[src/rtl/bsm_pkg.sv]
package bsm_pkg;

  // Field widths
  localparam int unsigned FUNC_W   = 2;
  localparam int unsigned ADDR_W   = 16;
  localparam int unsigned DATA_W   = 8;
  localparam int unsigned OFFSET_W = 19;
  localparam int unsigned COUNT_W  = 7;
  localparam int unsigned BANK_W   = 8;
  localparam int unsigned PRG_W    = 6;
  localparam int unsigned NUM_BANK_REGS = 8;
  localparam int unsigned SEL_W    = $clog2(NUM_BANK_REGS);
  localparam int unsigned CFG_IDX_W = 1;
  localparam int unsigned CFG_DATA_W = COUNT_W;

  // Default number of program banks the window logic is sized for
  localparam int unsigned MAX_PRG_BANKS_DEF = 64;

  // Operation codes on the input word
  localparam logic [FUNC_W-1:0] FUNC_CPU_WRITE = 2'd0;
  localparam logic [FUNC_W-1:0] FUNC_CPU_READ  = 2'd1;
  localparam logic [FUNC_W-1:0] FUNC_PPU       = 2'd2;
  localparam logic [FUNC_W-1:0] FUNC_UNUSED    = 2'd3;

  // CPU register pair select, address bits 14..13
  localparam logic [1:0] REGION_BANK   = 2'd0;
  localparam logic [1:0] REGION_MIRROR = 2'd1;
  localparam logic [1:0] REGION_IRQ_CNT = 2'd2;
  localparam logic [1:0] REGION_IRQ_EN = 2'd3;

  // Configuration register indexes
  localparam logic [CFG_IDX_W-1:0] CFG_PRG_BANK_COUNT = 1'b0;
  localparam logic [CFG_IDX_W-1:0] CFG_FOUR_SCREEN    = 1'b1;

  localparam logic [COUNT_W-1:0] PRG_BANK_COUNT_RST = 7'd64;

  typedef logic [BANK_W-1:0] bank_t;

  // Bank register contents after reset
  localparam bank_t BANK_RST [NUM_BANK_REGS] = '{
    8'd0, 8'd2, 8'd4, 8'd5, 8'd6, 8'd7, 8'd0, 8'd1
  };

endpackage

[src/rtl/bank_switch_mapper_irq_counter.sv]
// Channel   Direction  Handshake          Payload
// in_       input      in_valid/in_stall   in_func, in_address, in_data
// out_      output     out_valid/out_stall out_rom_offset, out_irq_pending,
//                                         out_mirror_horizontal
// cfg_      input      cfg_we              cfg_index, cfg_data
//
// One word per cycle while the output is not stalled; a taken word goes through both registers.
// The input register feeds a single pass of decode, bank lookup and counter
// update that loads the output register, so latency is set by those two
// registers. rst_n clears control state and the bank registers to their
// startup values. A stall on the output holds both registers and backs up
// into in_stall in the same cycle once the input register is full.
module bank_switch_mapper_irq_counter
  import bsm_pkg::*;
#(
  parameter int unsigned MAX_PRG_BANKS = MAX_PRG_BANKS_DEF
) (
  input  logic                              clk,
  input  logic                              rst_n,
  input  logic                              in_valid,
  output logic                              in_stall,
  input  logic [bsm_pkg::FUNC_W-1:0]        in_func,
  input  logic [bsm_pkg::ADDR_W-1:0]        in_address,
  input  logic [bsm_pkg::DATA_W-1:0]        in_data,
  output logic                              out_valid,
  input  logic                              out_stall,
  output logic [bsm_pkg::OFFSET_W-1:0]      out_rom_offset,
  output logic                              out_irq_pending,
  output logic                              out_mirror_horizontal,
  input  logic                              cfg_we,
  input  logic [bsm_pkg::CFG_IDX_W-1:0]     cfg_index,
  input  logic [bsm_pkg::CFG_DATA_W-1:0]    cfg_data
);

  localparam logic [COUNT_W-1:0] MaxCount = COUNT_W'(MAX_PRG_BANKS);

  // Configuration
  logic [COUNT_W-1:0] prg_bank_count_r;
  logic               four_screen_r;

  // Input register
  logic              s1_valid_r;
  logic [FUNC_W-1:0] s1_func_r;
  logic [ADDR_W-1:0] s1_addr_r;
  logic [DATA_W-1:0] s1_data_r;

  // Mapper state
  bank_t             bank_r [NUM_BANK_REGS];
  logic [SEL_W-1:0]  sel_r;
  logic              prg_swap_r;
  logic              chr_invert_r;
  logic [BANK_W-1:0] latch_r;
  logic [BANK_W-1:0] counter_r;
  logic              last_a12_r;
  logic              irq_en_r;
  logic              irq_flag_r;
  logic              mirror_r;

  // Output register
  logic                out_valid_r;
  logic [OFFSET_W-1:0] out_offset_r;
  logic                out_irq_r;
  logic                out_mirror_r;

  logic advance;
  logic s1_load;

  // Next values
  logic              bank_we;
  logic [SEL_W-1:0]  sel_nxt;
  logic              prg_swap_nxt;
  logic              chr_invert_nxt;
  logic [BANK_W-1:0] latch_nxt;
  logic [BANK_W-1:0] counter_nxt;
  logic              last_a12_nxt;
  logic              irq_en_nxt;
  logic              irq_flag_nxt;
  logic              mirror_nxt;
  logic [OFFSET_W-1:0] offset_nxt;

  // Translation helpers
  logic [COUNT_W-1:0] count_eff;
  logic [PRG_W-1:0]   second_last;
  logic [PRG_W-1:0]   last_bank;
  logic [PRG_W-1:0]   prg_bank;
  logic [2:0]         chr_slot;
  logic [2:0]         chr_idx;
  bank_t              chr_bank;
  logic               a12;

  // Move the output register when empty or taken; the input register loads
  // when it is empty or its word moves on
  assign advance   = !out_valid_r || !out_stall;
  assign s1_load   = advance || !s1_valid_r;
  assign in_stall  = !s1_load;

  assign out_valid             = out_valid_r;
  assign out_rom_offset        = out_offset_r;
  assign out_irq_pending       = out_irq_r;
  assign out_mirror_horizontal = out_mirror_r;

  // Configuration writes
  always_ff @(posedge clk) begin
    if (!rst_n) begin
      prg_bank_count_r <= PRG_BANK_COUNT_RST;
      four_screen_r    <= 1'b0;
    end else if (cfg_we) begin
      unique case (cfg_index)
        CFG_PRG_BANK_COUNT: prg_bank_count_r <= cfg_data;
        CFG_FOUR_SCREEN:    four_screen_r    <= cfg_data[0];
        default: ;
      endcase
    end
  end

  // Capture the input word
  always_ff @(posedge clk) begin
    if (!rst_n) begin
      s1_valid_r <= 1'b0;
    end else if (s1_load) begin
      s1_valid_r <= in_valid;
    end
  end

  always_ff @(posedge clk) begin
    if (s1_load && in_valid) begin
      s1_func_r <= in_func;
      s1_addr_r <= in_address;
      s1_data_r <= in_data;
    end
  end

  // Program windows: clamp the count, fixed banks wrap to six bits
  always_comb begin
    count_eff   = (prg_bank_count_r > MaxCount) ? MaxCount : prg_bank_count_r;
    second_last = PRG_W'(count_eff - COUNT_W'(2));
    last_bank   = PRG_W'(count_eff - COUNT_W'(1));
    unique case (s1_addr_r[14:13])
      REGION_BANK:    prg_bank = prg_swap_r ? second_last : bank_r[6][PRG_W-1:0];
      REGION_MIRROR:  prg_bank = bank_r[7][PRG_W-1:0];
      REGION_IRQ_CNT: prg_bank = prg_swap_r ? bank_r[6][PRG_W-1:0] : second_last;
      REGION_IRQ_EN:  prg_bank = last_bank;
      default:        prg_bank = last_bank;
    endcase
  end

  // Pattern slots: two 2 KB pairs then four 1 KB banks
  always_comb begin
    chr_slot = s1_addr_r[12:10] ^ {chr_invert_r, 2'b00};
    chr_idx  = chr_slot - 3'd2;
    if (!chr_slot[2]) begin
      chr_bank = {bank_r[{2'b00, chr_slot[1]}][BANK_W-1:1], chr_slot[0]};
    end else begin
      chr_bank = bank_r[chr_idx];
    end
  end

  assign a12 = s1_addr_r[12];

  // Decode the word and work out the next state and result
  always_comb begin
    bank_we        = 1'b0;
    sel_nxt        = sel_r;
    prg_swap_nxt   = prg_swap_r;
    chr_invert_nxt = chr_invert_r;
    latch_nxt      = latch_r;
    counter_nxt    = counter_r;
    last_a12_nxt   = last_a12_r;
    irq_en_nxt     = irq_en_r;
    irq_flag_nxt   = irq_flag_r;
    mirror_nxt     = mirror_r;
    offset_nxt     = '0;
    unique case (s1_func_r)
      FUNC_CPU_WRITE: begin
        if (s1_addr_r[15]) begin
          unique case (s1_addr_r[14:13])
            REGION_BANK: begin
              if (!s1_addr_r[0]) begin
                sel_nxt        = s1_data_r[SEL_W-1:0];
                prg_swap_nxt   = s1_data_r[6];
                chr_invert_nxt = s1_data_r[7];
              end else begin
                bank_we = 1'b1;
              end
            end
            REGION_MIRROR: begin
              if (!s1_addr_r[0] && !four_screen_r) begin
                mirror_nxt = s1_data_r[0];
              end
            end
            REGION_IRQ_CNT: begin
              if (!s1_addr_r[0]) begin
                latch_nxt = s1_data_r;
              end else begin
                counter_nxt = '0;
              end
            end
            REGION_IRQ_EN: begin
              if (!s1_addr_r[0]) begin
                irq_en_nxt   = 1'b0;
                irq_flag_nxt = 1'b0;
              end else begin
                irq_en_nxt = 1'b1;
              end
            end
            default: ;
          endcase
        end
      end
      FUNC_CPU_READ: begin
        if (s1_addr_r[15]) begin
          offset_nxt = {prg_bank, s1_addr_r[12:0]};
        end
      end
      FUNC_PPU: begin
        // Count rising edges of address bit 12
        if (a12 && !last_a12_r) begin
          if (counter_r == '0) begin
            counter_nxt = latch_r;
            if (irq_en_r) begin
              irq_flag_nxt = 1'b1;
            end
          end else begin
            counter_nxt = counter_r - BANK_W'(1);
          end
        end
        last_a12_nxt = a12;
        if (!s1_addr_r[13]) begin
          offset_nxt = OFFSET_W'({chr_bank, s1_addr_r[9:0]});
        end
      end
      FUNC_UNUSED: ;
      default: ;
    endcase
  end

  // Update mapper state once per word
  always_ff @(posedge clk) begin
    if (!rst_n) begin
      for (int i = 0; i < NUM_BANK_REGS; i++) begin
        bank_r[i] <= BANK_RST[i];
      end
      sel_r        <= '0;
      prg_swap_r   <= 1'b0;
      chr_invert_r <= 1'b0;
      latch_r      <= '0;
      counter_r    <= '0;
      last_a12_r   <= 1'b0;
      irq_en_r     <= 1'b0;
      irq_flag_r   <= 1'b0;
      mirror_r     <= 1'b0;
    end else if (advance && s1_valid_r) begin
      if (bank_we) begin
        bank_r[sel_r] <= s1_data_r;
      end
      sel_r        <= sel_nxt;
      prg_swap_r   <= prg_swap_nxt;
      chr_invert_r <= chr_invert_nxt;
      latch_r      <= latch_nxt;
      counter_r    <= counter_nxt;
      last_a12_r   <= last_a12_nxt;
      irq_en_r     <= irq_en_nxt;
      irq_flag_r   <= irq_flag_nxt;
      mirror_r     <= mirror_nxt;
    end
  end

  // Load the result word
  always_ff @(posedge clk) begin
    if (!rst_n) begin
      out_valid_r <= 1'b0;
    end else if (advance) begin
      out_valid_r <= s1_valid_r;
    end
  end

  always_ff @(posedge clk) begin
    if (advance && s1_valid_r) begin
      out_offset_r <= offset_nxt;
      out_irq_r    <= irq_flag_nxt;
      out_mirror_r <= mirror_nxt;
    end
  end

endmodule
[config.mk]
export PLATFORM = sky130hd
export DESIGN_NAME = bank_switch_mapper_irq_counter
export DESIGN_NICKNAME = d
export VERILOG_FILES = /design/src/rtl/bsm_pkg.sv /design/src/rtl/bank_switch_mapper_irq_counter.sv
export SDC_FILE = /design/constraint.sdc
export NUM_CORES = 1
export LEC_CHECK = 0
export BUFFER_PORTS_ARGS = -buffer_cell sky130_fd_sc_hd__buf_2
export CAP_MARGIN = 15
export CELL_PAD_IN_SITES_DETAIL_PLACEMENT = 1
export CELL_PAD_IN_SITES_GLOBAL_PLACEMENT = 1
export CORE_MARGIN = 5
export CORE_UTILIZATION = 42
export CTS_BUF_LIST = sky130_fd_sc_hd__clkbuf_8
export DETAILED_ROUTE_END_ITERATION = 12
export HOLD_SLACK_MARGIN = 0.1
export PLACE_DENSITY_LB_ADDON = 0.08
export SYNTH_ARGS = -nofsm -noshare
export SYNTH_HDL_FRONTEND = slang
export SYNTH_SLANG_ARGS = --single-unit
export TNS_END_PERCENT = 1
[constraint.sdc]
create_clock -name clk -period 3.6 [get_ports clk]
set_clock_uncertainty 0.1 [all_clocks]
set_input_delay 0.72 -clock clk [delete_from_list [all_inputs] [get_ports clk]]
set_output_delay 0.72 -clock clk [all_outputs]
set_load 0.01 [all_outputs]
==> results of run 1 <==
[worst paths after layout]
check                              startpoint            to  depth (start not counted)
worst min register to register   counter_r[7]  counter_r[7]                          1
worst min-delay path            in_address[3]  s1_addr_r[3]                          1
worst max register to register   s1_func_r[0]  bank_r[0][4]                          7
worst max-delay path             s1_func_r[0]  bank_r[0][4]                          7
[synthesized netlist by cell type, drive strengths merged (2+ instances only)]
library cell and instances:
mux2i 36, dfxtp 35, nor2b 4, a31o 2, or3 8, inv 12, a21oi 29, o22ai 4
and3 2, buf 8, nand4bb 2, nand2b 12, nand3b 2, a311oi 2, o21ai 23, mux4 7
nor3 7, ha 8, edfxtp 105, o211a 3, nand2 33, nor4 6, o211ai 4, nand3 8
o31ai 2, clkbuf 12, xnor2 2, nor2 54, and2 59
[per-layer routing]
metal,vias up,GRT usage
li1,2022,-
met2,98,0.294
met4,0,0.0647
met5,-,0
met1,2122,0.244
met3,19,0.0391
[area by class of cell]
cell class                      instances  area [µm²]  share of cell area
Tap cell                              184         230              0.0317
Sequential cell                       140        3850               0.531
Inverter                               12        45.0             0.00620
Multi-Input combinational cell        343        2310               0.319
Clock inverter                         15         196              0.0271
Timing Repair Buffer                   72         388              0.0534
Clock buffer                           17         234              0.0322
[state kept, by name (all words and copies together), names as in the netlist, 2 cells and up]
signal / flops
out_rom_offset: 19
s1_func_r: 2
s1_data_r: 8
sel_r: 3
counter_r: 8
latch_r: 8
bank_r: 58
prg_bank_count_r: 7
s1_addr_r: 16
[logic make-up after synthesis]
family,count (synthesis)
and+or+nand+nor,202
DFF,140
AOI/OAI and AO/OA,86
muxes,44
buffers and inverters,32
adders and majority gates,8
xor gates and xnor gates,3
[power groups by stage]
| stage | combinational (mW) | sequential, mW | clock, mW |
|---|---|---|---|
| 2_1_floorplan | 0.127 | 1.85 | 0 |
| 5_1_grt | 0.218 | 1.85 | 1.49 |
| 4_1_cts | 0.200 | 1.85 | 1.42 |
| 6_report | 0.197 | 1.84 | 1.38 |
| 3_5_place_dp | 0.199 | 1.88 | 0 |
| 3_3_place_gp | 0.194 | 1.88 | 0 |
[per-stage QoR]
step	utilization	power, mW	worst slack, ps
global route	0.496	3.56	436
CTS	0.496	3.46	698
detailed placement	0.466	2.08	530
floorplan	-	1.98	885
global placement	0.466	2.07	781
finish	0.496	3.42	735
==> results.cfg, run 1 <==
[run_status]
status = completed

[logic_synthesis]
ys_types = 60
synth_compound_area_frac = 0.0889
synth-simple-area-share = 0.174
yosysWarnings = 0
synth_flop_cell = edfxtp_1
synth_edf_count = 105
syn-cell-area_um2 = 6300
yosys.area_share.xor_xnor = 0.00417
synth.top_cell.area_share = 0.500
synthCells = 515
ys_top_cells_by_area = edfxtp_1 50%, dfxtp_1 11%, and2_1 5.9%, mux2i_1 5.7%, nor2_1 3.2%
synth.avg_cell_area_um2 = 12.2
synth_mux_area_frac = 0.0840
synth_nets = 562
synth_fa_ha_area_frac = 0.0159
synth_seq_cells = 140
synth_top_family_by_area = simple AND/OR/NAND/NOR gates
synthArstFlopShare = 0
ys_seq_area_frac = 0.611
synth_largest_area_cell = edfxtp_1

[critical_path]
cp_data_required_time_ps = 3610
critPathBufInv = 1
max_stage_delay_ps = 560
end_kind = flip-flop
critical_path.startpoint_type = flip-flop
crit_family = simple AND/OR/NAND/NOR gates
crit_chain = inv_1 > ha_1 > nand2_1 > nor3_1 > nand2b_1 > nor3_1 > nand2b_1
cpMaxStageDelayCell = nor3_1
worstSetupPathType = reg -> reg
crit_arrival_ps = 2880
reg2reg_slack_ps = 730
cp_max_fo = 11

[drt]
final_antenna_net_count = 0
wl_met1_mm = 7.04
finalWirelength_mm = 15.4
wl_per_cell_um = 19.6
routed.top_layer = met4
avgViaCountPerCell = 5.44
route.detailed.drc = 0
dr.pass1.iters = 4
drt_iter0_drc = 175
wl_met3_um = 691
wl_met2_mm = 7.42
vias = 4261

[floorplanning]
die_width_um = 133
rows = 44
pin_count = 62
core_area_um2 = 14600
initial_utilization = 0.430
die-height_um = 133
fp.dieArea_um2 = 17600

[power]
ir_drop_mv = 0.230
power_frac_clock = 0.404
internal_power_mw = 2.63
power_density_nw_per_um2 = 472
power_switching_mw = 0.797
power_frac_comb = 0.058
p_leak_nw = 2.70
swShare = 0.233
pwr-share-seq = 0.539

[global_route]
antenna_found_initial = 0
grt_pass1_wl_mm = 24.8
grt_pass1_vias = 4589
overflow = 0
grt_use_total = 0.182
grt_max_degree = 29

[placed_design]
place_inst = 751
dpl_cell_area_um2 = 6830
io_buffers = 61
hpwl_mm = 11.0
routabilityCongestion = 0.799

[worst_hold_path]
hold_path_class = in -> reg

[sta]
setup-tns-final_ps = 0
rsz0062_at_grt = no
drv_slew = 0
hold-worst-slack_ps = 351
final_hold_viol_count = 0
max-slew-margin-rel = 0.406
finalCritPeriodShare = 0.796
fin_crit_ps = 2870
tightestPinTransition_ps = 891
max_clock_freq_ghz = 0.349
setup-violations-final = 0

[layout]
num_antenna_cells = 0
instances_no_fill = 783
fin_area_um2 = 7260
layout-area-overhead-vs-synth_pct = 15.2
fill_cells = 1557
final_cell_mix = 105 x edfxtp_1, 61 x buf_2, 59 x and2_1, 53 x nor2_1, 36 x mux2i_1
final_common_cell = edfxtp_1
final_layout_size_suffix_gt1_frac = 0.205
num-nets-final = 633

[clock_network]
cts_root_buffer = clkbuf_8
post-cts-setup-buffers = 0
cts_tree = done
cts-resized-gates = 0
numCtsBuffers = 17
clock-sinks = 140
cts.clk_slew.worst_paths_ps = 80
hold_buffers = 0
insertion_delay_ps = 440
cts_buffer_depth = 2
cts_max_level = 4

[run]
drv_cap = 0
No activity file was read; power rests on OpenSTA's default activity.
==> inputs of run 2 (changes only) <==
- ABC_AREA: default -> 1
- clock period: 3.6 -> 2.71 ns (I/O delays scaled with it)
==> run 2 against run 1 <==
Against the previous run: worst setup slack got worse by 380 ps; area after synthesis down 0.62%; critical path depth rose by 1; synthesized cell count increased by 31%; sequential power rose by 32%; final cell count up 21%; clock-buffer cell count stayed put; clock power rose by 8%; combinational power grew 76%; highest routed layer unchanged; via count grew 16%; first-iteration DRC count rose by 120%; critical endpoint is now bank_r[5][0].
==> results.cfg, run 2 <==
[power]
ir_drop_mv = 0.332
p_leak_nw = 2.95
power_density_nw_per_um2 = 595

[clock_network]
cts_buffer_depth = 2
insertion_delay_ps = 440
cts_max_level = 4
cts_tree = done
cts_root_buffer = clkbuf_8
cts-resized-gates = 0
post-cts-setup-buffers = 0
hold_buffers = 0
numCtsBuffers = 17
clock-sinks = 140
cts.clk_slew.worst_paths_ps = 80

[drt]
dr.pass1.iters = 4
finalWirelength_mm = 16.8
drt_iter0_drc = 381
final_antenna_net_count = 0
avgViaCountPerCell = 5.22
route.detailed.drc = 0
wl_per_cell_um = 17.7
vias = 4955

[sta]
fin_ws_ps = 354
finalCritPeriodShare = 0.869
tightestPinTransition_ps = 637
drv_slew = 0
setup-tns-final_ps = 0
final_hold_viol_count = 0
max_clock_freq_ghz = 0.425
rsz0062_at_grt = no
setup-violations-final = 0
fin_crit_ps = 2360
max-slew-margin-rel = 0.574

[layout]
final_cell_mix = 132 x nor2_1, 109 x nand2_1, 105 x edfxtp_1, 77 x inv_1, 66 x o21ai_0
largest_reg_flops = 58
final_layout_size_suffix_gt1_frac = 0.154
top_register = bank_r
num-nets-final = 800
fill_cells = 1729
final_common_cell = nor2_1
num_antenna_cells = 0
layout-area-overhead-vs-synth_pct = 14.3

[logic_synthesis]
ys_types = 28
yosys.area_share.xor_xnor = 0.00419
synth_nets = 723
syn-cell-area_um2 = 6260
ys_top_cells_by_count = 132 x nor2_1, 109 x nand2_1, 105 x edfxtp_1
synth_most_common_cell = nor2_1
synth_compound_area_frac = 0.108
synthArstFlopShare = 0
synthCells = 676
synth.avg_cell_area_um2 = 9.27
synth.top_cell.area_share = 0.503
synth_flop_cell = edfxtp_1
synth_fa_ha_area_frac = 0.0160
synth_edf_count = 105
ys_top_cells_by_area = edfxtp_1 50%, dfxtp_1 11%, nor2_1 7.9%, nand2_1 6.5%, o21ai_0 5.3%
yosysWarnings = 0
synth_largest_area_cell = edfxtp_1
ys_seq_area_frac = 0.615
synth_mux_area_frac = 0
synth_top_family_by_area = simple AND/OR/NAND/NOR gates
synth-simple-area-share = 0.197
synth_seq_cells = 140

[critical_path]
cpMostUsedCell = inv_1
cp_max_fo = 8
critical_path.startpoint_type = flip-flop
cp_data_required_time_ps = 2720
end_kind = flip-flop
cpMaxStageDelayCell = edfxtp_1
max_stage_delay_ps = 410
crit_arrival_ps = 2370
crit_chain = inv_1 > ha_1 > inv_1 > nor4_4 > nand2_2 > nor2_2 > inv_2 > nand2_1
worstSetupPathType = reg -> reg
crit_family = simple AND/OR/NAND/NOR gates
critPathBufInv = 3

[global_route]
grt_use_total = 0.202
grt_pass1_vias = 5323
overflow = 0
grt_max_degree = 30
grt_pass1_wl_mm = 27.9
antenna_found_initial = 0

[run]
drv_cap = 0

[worst_hold_path]
hold_path_class = in -> reg

[floorplanning]
die_width_um = 132
core_area_um2 = 14600
pin_count = 62
fp.dieArea_um2 = 17500
initial_utilization = 0.429
rows = 44
die-height_um = 132

[placed_design]
dp_slack_ps = 314
io_buffers = 61
hpwl_mm = 12.7
routabilityCongestion = 0.852

[run_status]
status = completed
[run 2: cell families after synthesis]
group / after synthesis
adder cells (fa/ha/maj): 8
buffers and inverters: 98
AND/OR/NAND/NOR: 299
flip-flops: 140
XOR/XNOR: 3
AO/OA/AOI/OAI: 128
[run 2: worst paths after layout]
kind,from,end,slack [ps],cells past startpoint
max reg2reg,s1_func_r[0],bank_r[5][0],350,8
max,s1_func_r[0],bank_r[5][0],350,8
min,in_data[5],s1_data_r[5],170,1
min reg2reg,latch_r[4],latch_r[4],360,2
[run 2: layout make-up]
type	instances	area (µm²)	area share
clock inverters	15	109	0.0152
flip-flops and latches	140	3850	0.538
multi-input cells	438	2040	0.284
inverters	86	323	0.0451
repair buffers	70	373	0.0521
well taps	184	230	0.0322
clock buffers	17	234	0.0327
[run 2: power breakdown]
part	switching [mW]	leakage, nW	internal (mW)	total, mW
registers	0.0388	1.30	2.38	2.42
clock network	0.789	0.176	0.703	1.49
logic	0.242	1.47	0.103	0.346
[run 2: per-layer routing]
| layer | vias up | wire length [µm] | track usage |
|---|---|---|---|
| li1 | 2418 | - | - |
| met1 | 2400 | 7210 | 0.247 |
| met2 | 116 | 8470 | 0.351 |
| met3 | 21 | 810 | 0.0504 |
| met4 | 0 | 288 | 0.0606 |
| met5 | - | 0 | 0 |
[run 2: metrics by stage]
stage,instance area [µm²],instances,power (mW),utilization,hold slack [ps]
2_1_floorplan,6260,676,2.66,-,325
3_3_place_gp,6820,918,2.81,0.467,338
3_5_place_dp,6820,918,2.82,0.467,348
4_1_cts,7160,950,4.30,0.491,145
5_1_grt,7160,950,4.46,0.491,126
6_report,7160,950,4.26,0.491,172
[run 2: worst register-to-register path: cells and delay by family, from the launching register on]
kind,cells,cell delay (ps)
adders and majority gates,1,240
and+or+nand+nor,4,990
DFF,1,410
buffers and inverters,3,300
